**src/sv/date_period_overlap_days_defines.svh**
```systemverilog
// Assertion macros for the date period overlap block.
// Used by date_period_overlap_days.sv; expects clk_i and rst_ni in scope.
`ifndef DATE_PERIOD_OVERLAP_DAYS_DEFINES_SVH
`define DATE_PERIOD_OVERLAP_DAYS_DEFINES_SVH

`ifndef SYNTHESIS
// Property checked on every rising clock edge, disabled while in reset.
`define DPOD_ASSERT(lbl, prop, msg) \
  lbl: assert property (@(posedge clk_i) disable iff (!rst_ni) (prop)) else $error(msg);
// Condition now implies a condition in the next cycle.
`define DPOD_ASSERT_NEXT(lbl, pre, post, msg) \
  lbl: assert property (@(posedge clk_i) disable iff (!rst_ni) (pre) |=> (post)) \
    else $error(msg);
`else
`define DPOD_ASSERT(lbl, prop, msg)
`define DPOD_ASSERT_NEXT(lbl, pre, post, msg)
`endif

`endif

```
**src/sv/dpod_pkg.sv**
```systemverilog
// Shared constants, types and the month offset table for the overlap block.
// No dependencies; imported by every module of the block.
`timescale 1ns / 1ps
`default_nettype none

package dpod_pkg;

  localparam int YEAR_LIMIT = 3000;

  localparam int YEAR_W  = 12;
  localparam int MONTH_W = 4;
  localparam int DAY_W   = 5;
  localparam int DATE_W  = YEAR_W + MONTH_W + DAY_W;

  localparam int NUM_LANES = 4;

  // Day number and overlap width; 365 * 4095 plus a year's days fits.
  localparam int DN_W  = 21;
  localparam int OVR_W = 21;

  // p / 100 as (p * 5243) >> 19, exact for any 12-bit p.
  localparam int DIV100_MUL   = 5243;
  localparam int DIV100_MUL_W = 13;
  localparam int DIV100_SHIFT = 19;
  localparam int PROD_W       = YEAR_W + DIV100_MUL_W;
  localparam int Q100_W       = 6;

  localparam int CUM_W = 9;

  localparam int MONTH_MAX = 12;

  typedef struct packed {
    logic en_a;  // load first lane stage
    logic en_b;  // load second lane stage
  } lane_ctrl_t;

  // Days before the first of month m in a common year.
  function automatic logic [CUM_W-1:0] month_cum(input logic [MONTH_W-1:0] m);
    logic [CUM_W-1:0] r;
    case (m)
      4'd1:    r = 9'd0;
      4'd2:    r = 9'd31;
      4'd3:    r = 9'd59;
      4'd4:    r = 9'd90;
      4'd5:    r = 9'd120;
      4'd6:    r = 9'd151;
      4'd7:    r = 9'd181;
      4'd8:    r = 9'd212;
      4'd9:    r = 9'd243;
      4'd10:   r = 9'd273;
      4'd11:   r = 9'd304;
      4'd12:   r = 9'd334;
      default: r = 9'd0;
    endcase
    return r;
  endfunction

endpackage

`default_nettype wire

```
**src/sv/date_period_overlap_days.sv**
```systemverilog
// Top level of the date period overlap block: handshake, config, lanes, merge.
// Depends on dpod_pkg, dpod_lane, dpod_merge, date_period_overlap_days_defines.svh.
//
//  channel   dir  signals                         moves
//  s_axis    in   tvalid tready tdata[87:0]       one pair of periods per transfer
//  m_axis    out  tvalid tready tdata[23:0] tuser one overlap result per transfer
//  cfg       in   cfg_we_i cfg_wdata_i            include_end_day write
//
// One transfer per cycle in and out while m_axis is not stalled; the pipeline
// has two lane stages for the day number conversion and one merge stage.
// Four lanes convert the four dates in parallel; the merge stage takes the
// later start, the earlier end and the difference.
// Reset clears the stage valid bits and sets include_end_day to 1.
// A stall on m_axis holds the pipeline; input keeps flowing until every
// stage is full.
`timescale 1ns / 1ps
`default_nettype none

`include "date_period_overlap_days_defines.svh"

module date_period_overlap_days
  import dpod_pkg::*;
#(
  parameter int YearLimit = YEAR_LIMIT  // years above this saturate
) (
  input  wire logic        clk_i,
  input  wire logic        rst_ni,

  input  wire logic        s_axis_tvalid,
  output logic             s_axis_tready,
  // [11:0] first_start_year, [15:12] first_start_month, [20:16] first_start_day,
  // [32:21] first_end_year, [36:33] first_end_month, [41:37] first_end_day,
  // [53:42] second_start_year, [57:54] second_start_month,
  // [62:58] second_start_day, [74:63] second_end_year,
  // [78:75] second_end_month, [83:79] second_end_day, [87:84] zero
  input  wire logic [87:0] s_axis_tdata,

  output logic             m_axis_tvalid,
  input  wire logic        m_axis_tready,
  // [20:0] overlap_days, [23:21] zero
  output logic      [23:0] m_axis_tdata,
  // [0] no_overlap
  output logic      [0:0]  m_axis_tuser,

  input  wire logic        cfg_we_i,
  input  wire logic        cfg_wdata_i
);

  // include_end_day register
  logic inc_end_d, inc_end_q;

  assign inc_end_d = cfg_we_i ? cfg_wdata_i : inc_end_q;

  // Stage valids: a = lane stage one, b = lane stage two, c = merge/output
  logic va_d, va_q;
  logic vb_d, vb_q;
  logic vc_d, vc_q;
  logic rdy_a, rdy_b, rdy_c;

  // a stage can load when it is empty or its contents move on this cycle
  assign rdy_c = !vc_q || m_axis_tready;
  assign rdy_b = !vb_q || rdy_c;
  assign rdy_a = !va_q || rdy_b;

  assign va_d = rdy_a ? s_axis_tvalid : va_q;
  assign vb_d = rdy_b ? va_q : vb_q;
  assign vc_d = rdy_c ? vb_q : vc_q;

  always_ff @(posedge clk_i or negedge rst_ni) begin
    if (!rst_ni) begin
      inc_end_q <= 1'b1;
      va_q      <= 1'b0;
      vb_q      <= 1'b0;
      vc_q      <= 1'b0;
    end else begin
      inc_end_q <= inc_end_d;
      va_q      <= va_d;
      vb_q      <= vb_d;
      vc_q      <= vc_d;
    end
  end

  lane_ctrl_t lane_ctrl;

  assign lane_ctrl.en_a = rdy_a && s_axis_tvalid;
  assign lane_ctrl.en_b = rdy_b && va_q;

  // Lane order: first start, first end, second start, second end
  logic [DN_W-1:0] day_num [NUM_LANES];

  for (genvar g = 0; g < NUM_LANES; g++) begin : g_lane
    localparam int Base = g * DATE_W;

    dpod_lane #(
      .YearLimit (YearLimit)
    ) u_lane (
      .clk_i     (clk_i),
      .ctrl_i    (lane_ctrl),
      .year_i    (s_axis_tdata[Base +: YEAR_W]),
      .month_i   (s_axis_tdata[Base + YEAR_W +: MONTH_W]),
      .day_i     (s_axis_tdata[Base + YEAR_W + MONTH_W +: DAY_W]),
      .day_num_o (day_num[g])
    );
  end

  logic [OVR_W-1:0] overlap_days;
  logic             no_overlap;

  dpod_merge u_merge (
    .clk_i          (clk_i),
    .en_i           (rdy_c && vb_q),
    .include_end_i  (inc_end_q),
    .first_start_i  (day_num[0]),
    .first_end_i    (day_num[1]),
    .second_start_i (day_num[2]),
    .second_end_i   (day_num[3]),
    .overlap_days_o (overlap_days),
    .no_overlap_o   (no_overlap)
  );

  assign s_axis_tready   = rdy_a;
  assign m_axis_tvalid   = vc_q;
  assign m_axis_tdata    = {{(24 - OVR_W){1'b0}}, overlap_days};
  assign m_axis_tuser[0] = no_overlap;

  // Disjoint periods always report a zero count
  `DPOD_ASSERT(a_disjoint_zero, (vc_q && no_overlap) |-> (overlap_days == '0), "disjoint with nonzero count")
  // A filled first stage that cannot advance keeps its item
  `DPOD_ASSERT_NEXT(a_hold_a, (va_q && !rdy_b), va_q, "stage a lost an item")
  // Full pipeline with stalled output must refuse new input
  `DPOD_ASSERT(a_full_block, (va_q && vb_q && vc_q && !m_axis_tready) |-> !s_axis_tready, "accepted while full")
  // Output valid only rises after the lane stage held an item
  `DPOD_ASSERT(a_out_src, $rose(vc_q) |-> $past(vb_q), "output from empty stage")

endmodule

`default_nettype wire

```
**src/sv/dpod_lane.sv**
```systemverilog
// One lane: turns a Gregorian date into a day number over two register stages.
// Depends on dpod_pkg.
`timescale 1ns / 1ps
`default_nettype none

module dpod_lane
  import dpod_pkg::*;
#(
  parameter int YearLimit = YEAR_LIMIT
) (
  input  wire logic               clk_i,
  input  wire lane_ctrl_t         ctrl_i,
  input  wire logic [YEAR_W-1:0]  year_i,
  input  wire logic [MONTH_W-1:0] month_i,
  input  wire logic [DAY_W-1:0]   day_i,
  output logic      [DN_W-1:0]    day_num_o
);

  // Stage A: clamp, century quotient, month offset
  logic [YEAR_W-1:0]  year_c;
  logic [MONTH_W-1:0] month_c;
  logic [PROD_W-1:0]  prod;

  logic [YEAR_W-1:0]  p_d, p_q;
  logic [Q100_W-1:0]  q100_d, q100_q;
  logic [CUM_W-1:0]   cum_d, cum_q;
  logic [DAY_W-1:0]   day_d, day_q;
  logic               late_d, late_q;

  always_comb begin
    if (year_i == '0) begin
      year_c = YEAR_W'(1);
    end else if (int'(year_i) > YearLimit) begin
      year_c = YEAR_W'(YearLimit);
    end else begin
      year_c = year_i;
    end

    if (month_i == '0) begin
      month_c = MONTH_W'(1);
    end else if (month_i > MONTH_W'(MONTH_MAX)) begin
      month_c = MONTH_W'(MONTH_MAX);
    end else begin
      month_c = month_i;
    end

    p_d    = year_c - YEAR_W'(1);
    prod   = PROD_W'(p_d) * PROD_W'(DIV100_MUL);
    q100_d = prod[DIV100_SHIFT +: Q100_W];
    cum_d  = month_cum(month_c);
    day_d  = day_i;
    late_d = (month_c > MONTH_W'(2));
  end

  always_ff @(posedge clk_i) begin
    if (ctrl_i.en_a) begin
      p_q    <= p_d;
      q100_q <= q100_d;
      cum_q  <= cum_d;
      day_q  <= day_d;
      late_q <= late_d;
    end
  end

  // Stage B: leap test and day number sum
  logic [YEAR_W-1:0] hund;
  logic [YEAR_W-1:0] r100;
  logic [Q100_W-1:0] cent;
  logic              leap;
  logic [DN_W-1:0]   dn_d, dn_q;

  always_comb begin
    hund = YEAR_W'(q100_q) * YEAR_W'(100);
    r100 = p_q - hund;
    // year = p + 1; its century index is q100 + 1 when the year ends in 00
    cent = q100_q + Q100_W'(1);
    leap = (p_q[1:0] == 2'b11) &&
           ((r100 != YEAR_W'(99)) || (cent[1:0] == 2'b00));
    dn_d = DN_W'(p_q) * DN_W'(365)
         + DN_W'(p_q >> 2)
         - DN_W'(q100_q)
         + DN_W'(q100_q >> 2)
         + DN_W'(cum_q)
         + DN_W'(late_q & leap)
         + DN_W'(day_q);
  end

  always_ff @(posedge clk_i) begin
    if (ctrl_i.en_b) begin
      dn_q <= dn_d;
    end
  end

  assign day_num_o = dn_q;

endmodule

`default_nettype wire

```
**src/sv/dpod_merge.sv**
```systemverilog
// Merge stage: later start, earlier end, registered overlap count and flag.
// Depends on dpod_pkg.
`timescale 1ns / 1ps
`default_nettype none

module dpod_merge
  import dpod_pkg::*;
(
  input  wire logic             clk_i,
  input  wire logic             en_i,
  input  wire logic             include_end_i,
  input  wire logic [DN_W-1:0]  first_start_i,
  input  wire logic [DN_W-1:0]  first_end_i,
  input  wire logic [DN_W-1:0]  second_start_i,
  input  wire logic [DN_W-1:0]  second_end_i,
  output logic      [OVR_W-1:0] overlap_days_o,
  output logic                  no_overlap_o
);

  logic [DN_W-1:0]  lo, hi;
  logic [OVR_W-1:0] days_d, days_q;
  logic             none_d, none_q;

  always_comb begin
    lo = (first_start_i > second_start_i) ? first_start_i : second_start_i;
    hi = (first_end_i < second_end_i) ? first_end_i : second_end_i;
    if (hi < lo) begin
      days_d = '0;
      none_d = 1'b1;
    end else begin
      days_d = OVR_W'(hi - lo) + OVR_W'(include_end_i);
      none_d = 1'b0;
    end
  end

  always_ff @(posedge clk_i) begin
    if (en_i) begin
      days_q <= days_d;
      none_q <= none_d;
    end
  end

  assign overlap_days_o = days_q;
  assign no_overlap_o   = none_q;

endmodule

`default_nettype wire
```
**config.mk**
```make
export PLATFORM = sky130hd
export DESIGN_NAME = date_period_overlap_days
export DESIGN_NICKNAME = d
export VERILOG_FILES = /design/src/sv/dpod_pkg.sv /design/src/sv/date_period_overlap_days.sv /design/src/sv/dpod_lane.sv /design/src/sv/dpod_merge.sv
export VERILOG_INCLUDE_DIRS = /design/src /design/src/sv
export SDC_FILE = /design/constraint.sdc
export NUM_CORES = 2
export LEC_CHECK = 0
export BUFFER_PORTS_ARGS = -buffer_cell sky130_fd_sc_hd__clkbuf_2
export CAP_MARGIN = 10
export CORE_MARGIN = 5
export CORE_UTILIZATION = 55
export CTS_BUF_LIST = sky130_fd_sc_hd__clkbuf_8
export CTS_CLUSTER_SIZE = 24
export DETAILED_ROUTE_END_ITERATION = 10
export GPL_TIMING_DRIVEN = 0
export PLACE_DENSITY = 0.76
export SETUP_SLACK_MARGIN = 0.1
export SLEW_MARGIN = 15
export SYNTH_ARGS = -nofsm -noshare
export SYNTH_HDL_FRONTEND = slang
export SYNTH_SLANG_ARGS = --single-unit
```
**constraint.sdc**
```tcl
create_clock -name clk_i -period 11.7 [get_ports clk_i]
set_input_delay 2.34 -clock clk_i [delete_from_list [all_inputs] [get_ports clk_i]]
set_output_delay 2.34 -clock clk_i [all_outputs]
set_load 0.005 [all_outputs]
```
Word level (Yosys, flattened, before mapping)
Memories as Yosys holds them, arrays and structs flattened. A register that Yosys moved wholly into a read port is not among the register bits.
Cells that the tools add are included.
{ "op_classes": {"add_sub_neg": 38, "order_cmp": 15, "n_mux": 19, "n_mul": 12, "reduce_logical": 29, "n_bitwise": 4, "eq_ne": 8} }
{ "ops": {"columns": ["cell", "count"], "rows": [
  ["$mul 12x13->25 const B", 4],
  ["$mux 12", 8],
  ["$add 21x10->21", 4],
  ["$add 21x21->21", 4],
  ["$add 21x4->21", 4],
  ["$add 21x5->21", 4],
  ["$add 21x9->21", 4],
  ["$mul 12x9->21 const B", 4],
  ["$sub 21x6->21", 4],
  ["$gt 12x12->1 const B", 4],
  ["$logic_not 12->1", 4],
  ["$ne 12x7->1 const B", 4],
  ["$sub 12x1->12 const B", 4],
  ["$sub 12x12->12", 4],
  ["$lt 21x21->1", 2],
  ["$mux 21", 2],
  ["$mul 6x5->10 const B", 4],
  ["$mux 4", 8],
  ["$add 21x1->21", 1],
  ["$gt 21x21->1", 1],
  ["$sub 21x21->21", 1],
  ["$gt 4x2->1 const B", 4],
  ["$gt 4x4->1 const B", 4],
  ["$logic_not 4->1", 4],
  ["other kinds (8)", 34]
]} }
{ "word_totals": {"input_bits": 94, "reg_bits": 206, "romBits": 576, "wordCells": 155, "mem_count": 4} }
{ "mem_list": {"columns": ["memory", "words", "word_bits", "rd", "rd_ports_with_merged_regs", "wr", "line", "text"], "rows": [
  ["(no name shown)", 16, 9, 1, 1, 0, "dpod_pkg.sv:40", "case (m)"],
  ["(no name shown)", 16, 9, 1, 1, 0, "dpod_pkg.sv:40", null],
  ["(no name shown)", 16, 9, 1, 1, 0, "dpod_pkg.sv:40", null],
  ["(no name shown)", 16, 9, 1, 1, 0, "dpod_pkg.sv:40", null]
]} }

Longest topological paths before layout
{ "depth": {"depth_word": 8, "mapped_depth": 35, "ltp_nobuf": 35} }

Modules after synthesis
A second synthesis with hierarchy kept.
{ "hier_totals": {"hier_cells": 4180, "area_unflattened_um2": 42524.5} }
{ "by_module_without_submodules": {"columns": ["mod", "area_per_inst_um2", "n_inst", "cells_each"], "rows": [
  ["dpod_lane at g_lane[2].u_lane", 9670.5, 1, 950],
  ["dpod_lane at g_lane[1].u_lane", 9511.6, 1, 922],
  ["dpod_lane at g_lane[3].u_lane", 9444.1, 1, 908],
  ["dpod_lane at g_lane[0].u_lane", 9426.5, 1, 910],
  ["dpod_merge", 4254.1, 1, 472],
  ["date_period_overlap_days", 217.7, 1, 18]
]} }

Least setup slack after synthesis
No wires, ideal clock.
{ "synth_path": {"kind": "input to register", "startpoint": "input s_axis_tdata[7]", "endpoint": "register g_lane[0].u_lane.q100_q[5], data pin", "arrival_ns": 8.935, "stages": 27, "path_slack_ns": 2.499, "path_cell_list": "and3_1 > o21ai_0 > o21bai_1 > a21o_1 > buf_2 > inv_1 > ha_1 > nand4bb_1 > a211oi_1 > nand3_1 > xnor2_1 > inv_1 > fa_1 > inv_1 > fa_1 > inv_1 > fa_1 > fa_1 > fa_1 > ha_1 > a21o_1 > a21oi_1 > a21oi_1 > a221oi_1 > a21oi_1 > nor4b_1 > nor3_1"} }
{ "synth_via": {"elab_chain_cells": 5} }
{ "synth_rtl": {"columns": ["item", "line", "text"], "rows": [
  ["from (decl)", "date_period_overlap_days.sv:36", "input wire logic [87:0] s_axis_tdata,"],
  ["$gt 12x12->1", "dpod_lane.sv:33", "end else if (int'(year_i) > YearLimit) begin"],
  ["$mux 12", "dpod_lane.sv:33", null],
  ["$mux 12 (*)", "dpod_lane.sv:31", "if (year_i == '0) begin"],
  ["$sub 12x1->12 (*)", "dpod_lane.sv:47", "p_d = year_c - YEAR_W'(1);"],
  ["via g_lane[0].u_lane.p_d[0]", "dpod_lane.sv:24", "logic [YEAR_W-1:0] p_d, p_q;"],
  ["$mul 12x13->25 (*)", "dpod_lane.sv:48", "prod = PROD_W'(p_d) * PROD_W'(DIV100_MUL);"],
  ["via g_lane[0].u_lane.prod[24]", "dpod_lane.sv:22", "logic [PROD_W-1:0] prod;"],
  ["to (signal assigned)", "dpod_lane.sv:58", "q100_q <= q100_d;"],
  ["to (decl)", "dpod_lane.sv:25", "logic [Q100_W-1:0] q100_d, q100_q;"]
]} }
The timed path passes the listed nets; every way through them passes the cells marked *.
A chain may end at the register's enable or synchronous reset.

Final worst setup path
{ "layout_path": {"startpoint": "input s_axis_tdata[25]", "endpoint": "register g_lane[1].u_lane.q100_q[5], data pin"} }
{ "layout_via": {"elab_chain_cells": 5} }
{ "layout_rtl": {"columns": ["item", "line"], "rows": [
  ["$gt 12x12->1", "dpod_lane.sv:33"],
  ["$mux 12", "dpod_lane.sv:33"],
  ["$mux 12 (*)", "dpod_lane.sv:31"],
  ["$sub 12x1->12 (*)", "dpod_lane.sv:47"],
  ["via g_lane[1].u_lane.p_d[0]", "dpod_lane.sv:24"],
  ["$mul 12x13->25 (*)", "dpod_lane.sv:48"],
  ["via g_lane[1].u_lane.prod[24]", "dpod_lane.sv:22"],
  ["to (signal assigned)", "dpod_lane.sv:58"],
  ["to (decl)", "dpod_lane.sv:25"]
]} }
Marks and branches as above.

==> flow_metrics.tcl <==
set metrics [dict create \
    worstHoldStart "vb_q" \
    drive_gt1_frac 0.0590 \
    final_common_cell "inv_1" \
    gp_congestion 0.894 \
    coreArea_sq_um 74700 \
    required_ns 12.11 \
    crit_start "s_axis_tdata[25]" \
    ys_seq_area_frac 0.174 \
    layout_setup_ws_ns 1.62 \
    grt_max_degree 68 \
    syn_inst 4012 \
    fin_area_sq_um 44300 \
    via_per_inst 5.28 \
    cts.sinks 242 \
    rsz0062_at_grt "false" \
    drcViolationCount 0 \
    place.detailed.hpwl_microns 70700 \
    antenna_found_initial 3 \
    grt_pass1_wl_microns 139000 \
    cts_max_path_buffers 3 \
    ys_seq_elements 242 \
    regToRegSetupSlack_ns 2.68 \
    cts_root_buf "clkbuf_8" \
    clkSlewWorstSetupHoldPaths_ns 0.06 \
    yosys_warnings 0 \
    synthTopCellsByArea "ha_1, fa_1, edfxtp_1" \
    fin_crit_sh 0.862 \
    syn_area_sq_um 41500 \
    final_cell_mix "inv_1, ha_1, fa_1" \
    syn_avg_cell_area_sq_um 10.4 \
    reg2reg_to "g_lane[2].u_lane.day_num_o[20]" \
    arrival_ns 10.49 \
    tns_ns 0 \
    place_ws_ns 1.07 \
    post-synth-top-area-cell "ha_1" \
    end_kind "flip-flop" \
    grt_pass1_vias 28900 \
    async_flop_share 0.0165 \
    wl_microns 81000 \
    worstSkewPairLatency_ns 0.67 \
    drv_slew 0 \
    setup_viol 0 \
    cts_hold_buf 0 \
    synth-edff-count 238 \
    start_util 0.556 \
    placed_area_sq_um 43400 \
    cts-resized-gates 0 \
    wl_per_cell_microns 15.7 \
    min_period_ns 10.08 \
    worstHoldPathType "reg2reg" \
    drtIter0Drc 1291 \
    worstMarginPinSlew_ns 1.02 \
    fp.dieW_microns 285 \
    rows 100 \
    ios 121 \
    layout.nets 5716 \
    fin_skew_ns 0.0740 \
    dieHeight_microns 285 \
    hold_violations 0 \
    ys.flop_type "edfxtp_1" \
    slew_headroom 0.312 \
    cts-buffers-inserted 44 \
    cp-start-kind "input pin" \
    crit_end "g_lane[1].u_lane.q100_q[5]" \
    areaGrowthSynthToFinish_pct 6.60 \
    synth_cell_types 87 \
    status "finished, final reports clean" \
    r2r_start "g_lane[2].u_lane.q100_q[2]" \
    reg2reg_depth 33 \
    crit_fanout 14 \
    die_area_sq_um 81100 \
    grt_overflow 0 \
    cts_tree "done" \
    track_usage 0.205 \
    synthDominantCellAreaShare 0.284 \
    final_antenna_net_count 0 \
    maxCapViolCount 0 \
    dr.pass1.iters 5 \
    max_freq_mhz 99.2 \
    critPathKind "in2reg" \
    port_buffers 108 \
    vias 27300 \
    htreeDepth 2 \
    postCtsSetupBuffers 0 \
    fin_util 0.593 \
]
## synth_stat cells, types with 6 or more instances
cell type  number
edfxtp_1      238
nand3b_1        7
a21o_1         81
or3_1           8
o21ai_0       116
a211oi_1       22
buf_2           6
nand2b_1       41
clkbuf_1       24
nor2b_1        37
o31ai_1        10
o21a_1         30
nor2_1        123
nor3_1         35
or4_1           6
a21oi_1       133
a21boi_0        8
a2111oi_0       9
a31oi_1        16
nand4_1        19
ha_1          942
mux2i_1        38
xnor2_1       131
fa_1          509
nand3_1        38
o22ai_1         8
and2_1         28
mux2_2         31
nor4_1         12
xor2_1         67
nand2_1       142
and3_1         10
o211ai_1       19
inv_1         949
or2_2           9
o21bai_1       13
## stage by stage
step	cells	hold slack, ns
2_1_floorplan	4014	0.449
3_3_place_gp	5091	0.472
3_5_place_dp	5094	0.492
4_1_cts	5173	0.478
5_1_grt	5176	0.524
6_report	5176	0.468
## how the worst min path moves through the flow
stage,end,depth (start not counted)
detailed placement,vb_q,1
global placement,vb_q,1
floorplan,vb_q,1
CTS,m_axis_tvalid,1
finish,m_axis_tvalid,1
global route,m_axis_tvalid,1
## kinds of logic after synthesis
kind of cell / synth area share
fa+ha+maj: 0.529
buf+inv: 0.0894
simple gates: 0.0645
compound gates: 0.0827
flops: 0.174
xor+xnor: 0.0423
mux: 0.0176
other cells: 0.0000903
## worst max-delay path, stage by stage
cell,delay [ns]
clkbuf_2,0.13
or4_1,0.55
or3_1,0.34
nor3_1,0.25
a22oi_1,0.14
buf_2,0.26
ha_1,0.29
nand2b_1,0.16
nor3_1,0.09
mux2i_1,0.56
inv_1,0.22
fa_1,0.58
inv_1,0.08
fa_1,0.53
inv_1,0.07
fa_1,0.52
fa_1,0.53
fa_1,0.52
ha_1,0.34
nand2_1,0.07
nor2_1,0.05
o21ai_0,0.08
o21ai_0,0.22
o311ai_0,0.93
o221ai_1,0.34
a21oi_1,0.25
xor2_1,0.08
## per-layer routing
layer | global-route usage | share of wire
met2 | 0.348 | 0.47
met4 | 0.0526 | 0.024
met3 | 0.0218 | 0.038
met5 | 0 | 0
met1 | 0.285 | 0.47
## cell type report
class | instances | area, sq um
repair buffers | 111 | 623
plain buffers | 33 | 143
flip-flops and latches | 242 | 7250
well taps | 969 | 1210
inverters | 951 | 3570
diodes | 3 | 7.51
clock buffers | 45 | 619
clock inverters | 34 | 265
fillers | 6117 | 30400
multi-input cells | 2788 | 30600
## registers in the layout, indices dropped and copies added, names as in the netlist
name / flops
g_lane.u_lane.day_q: 20
inc_end_q: 1
vb_q: 1
m_axis_tvalid: 1
g_lane.u_lane.day_num_o: 84
g_lane.u_lane.cum_q: 36
u_merge.no_overlap_o: 1
g_lane.u_lane.q100_q: 24
g_lane.u_lane.late_q: 4
va_q: 1
g_lane.u_lane.p_q: 48
u_merge.overlap_days_o: 21
Power is left out: the tool's default activity adds up to more than one toggle a clock period on the data nets, which glitch-free logic cannot reach.
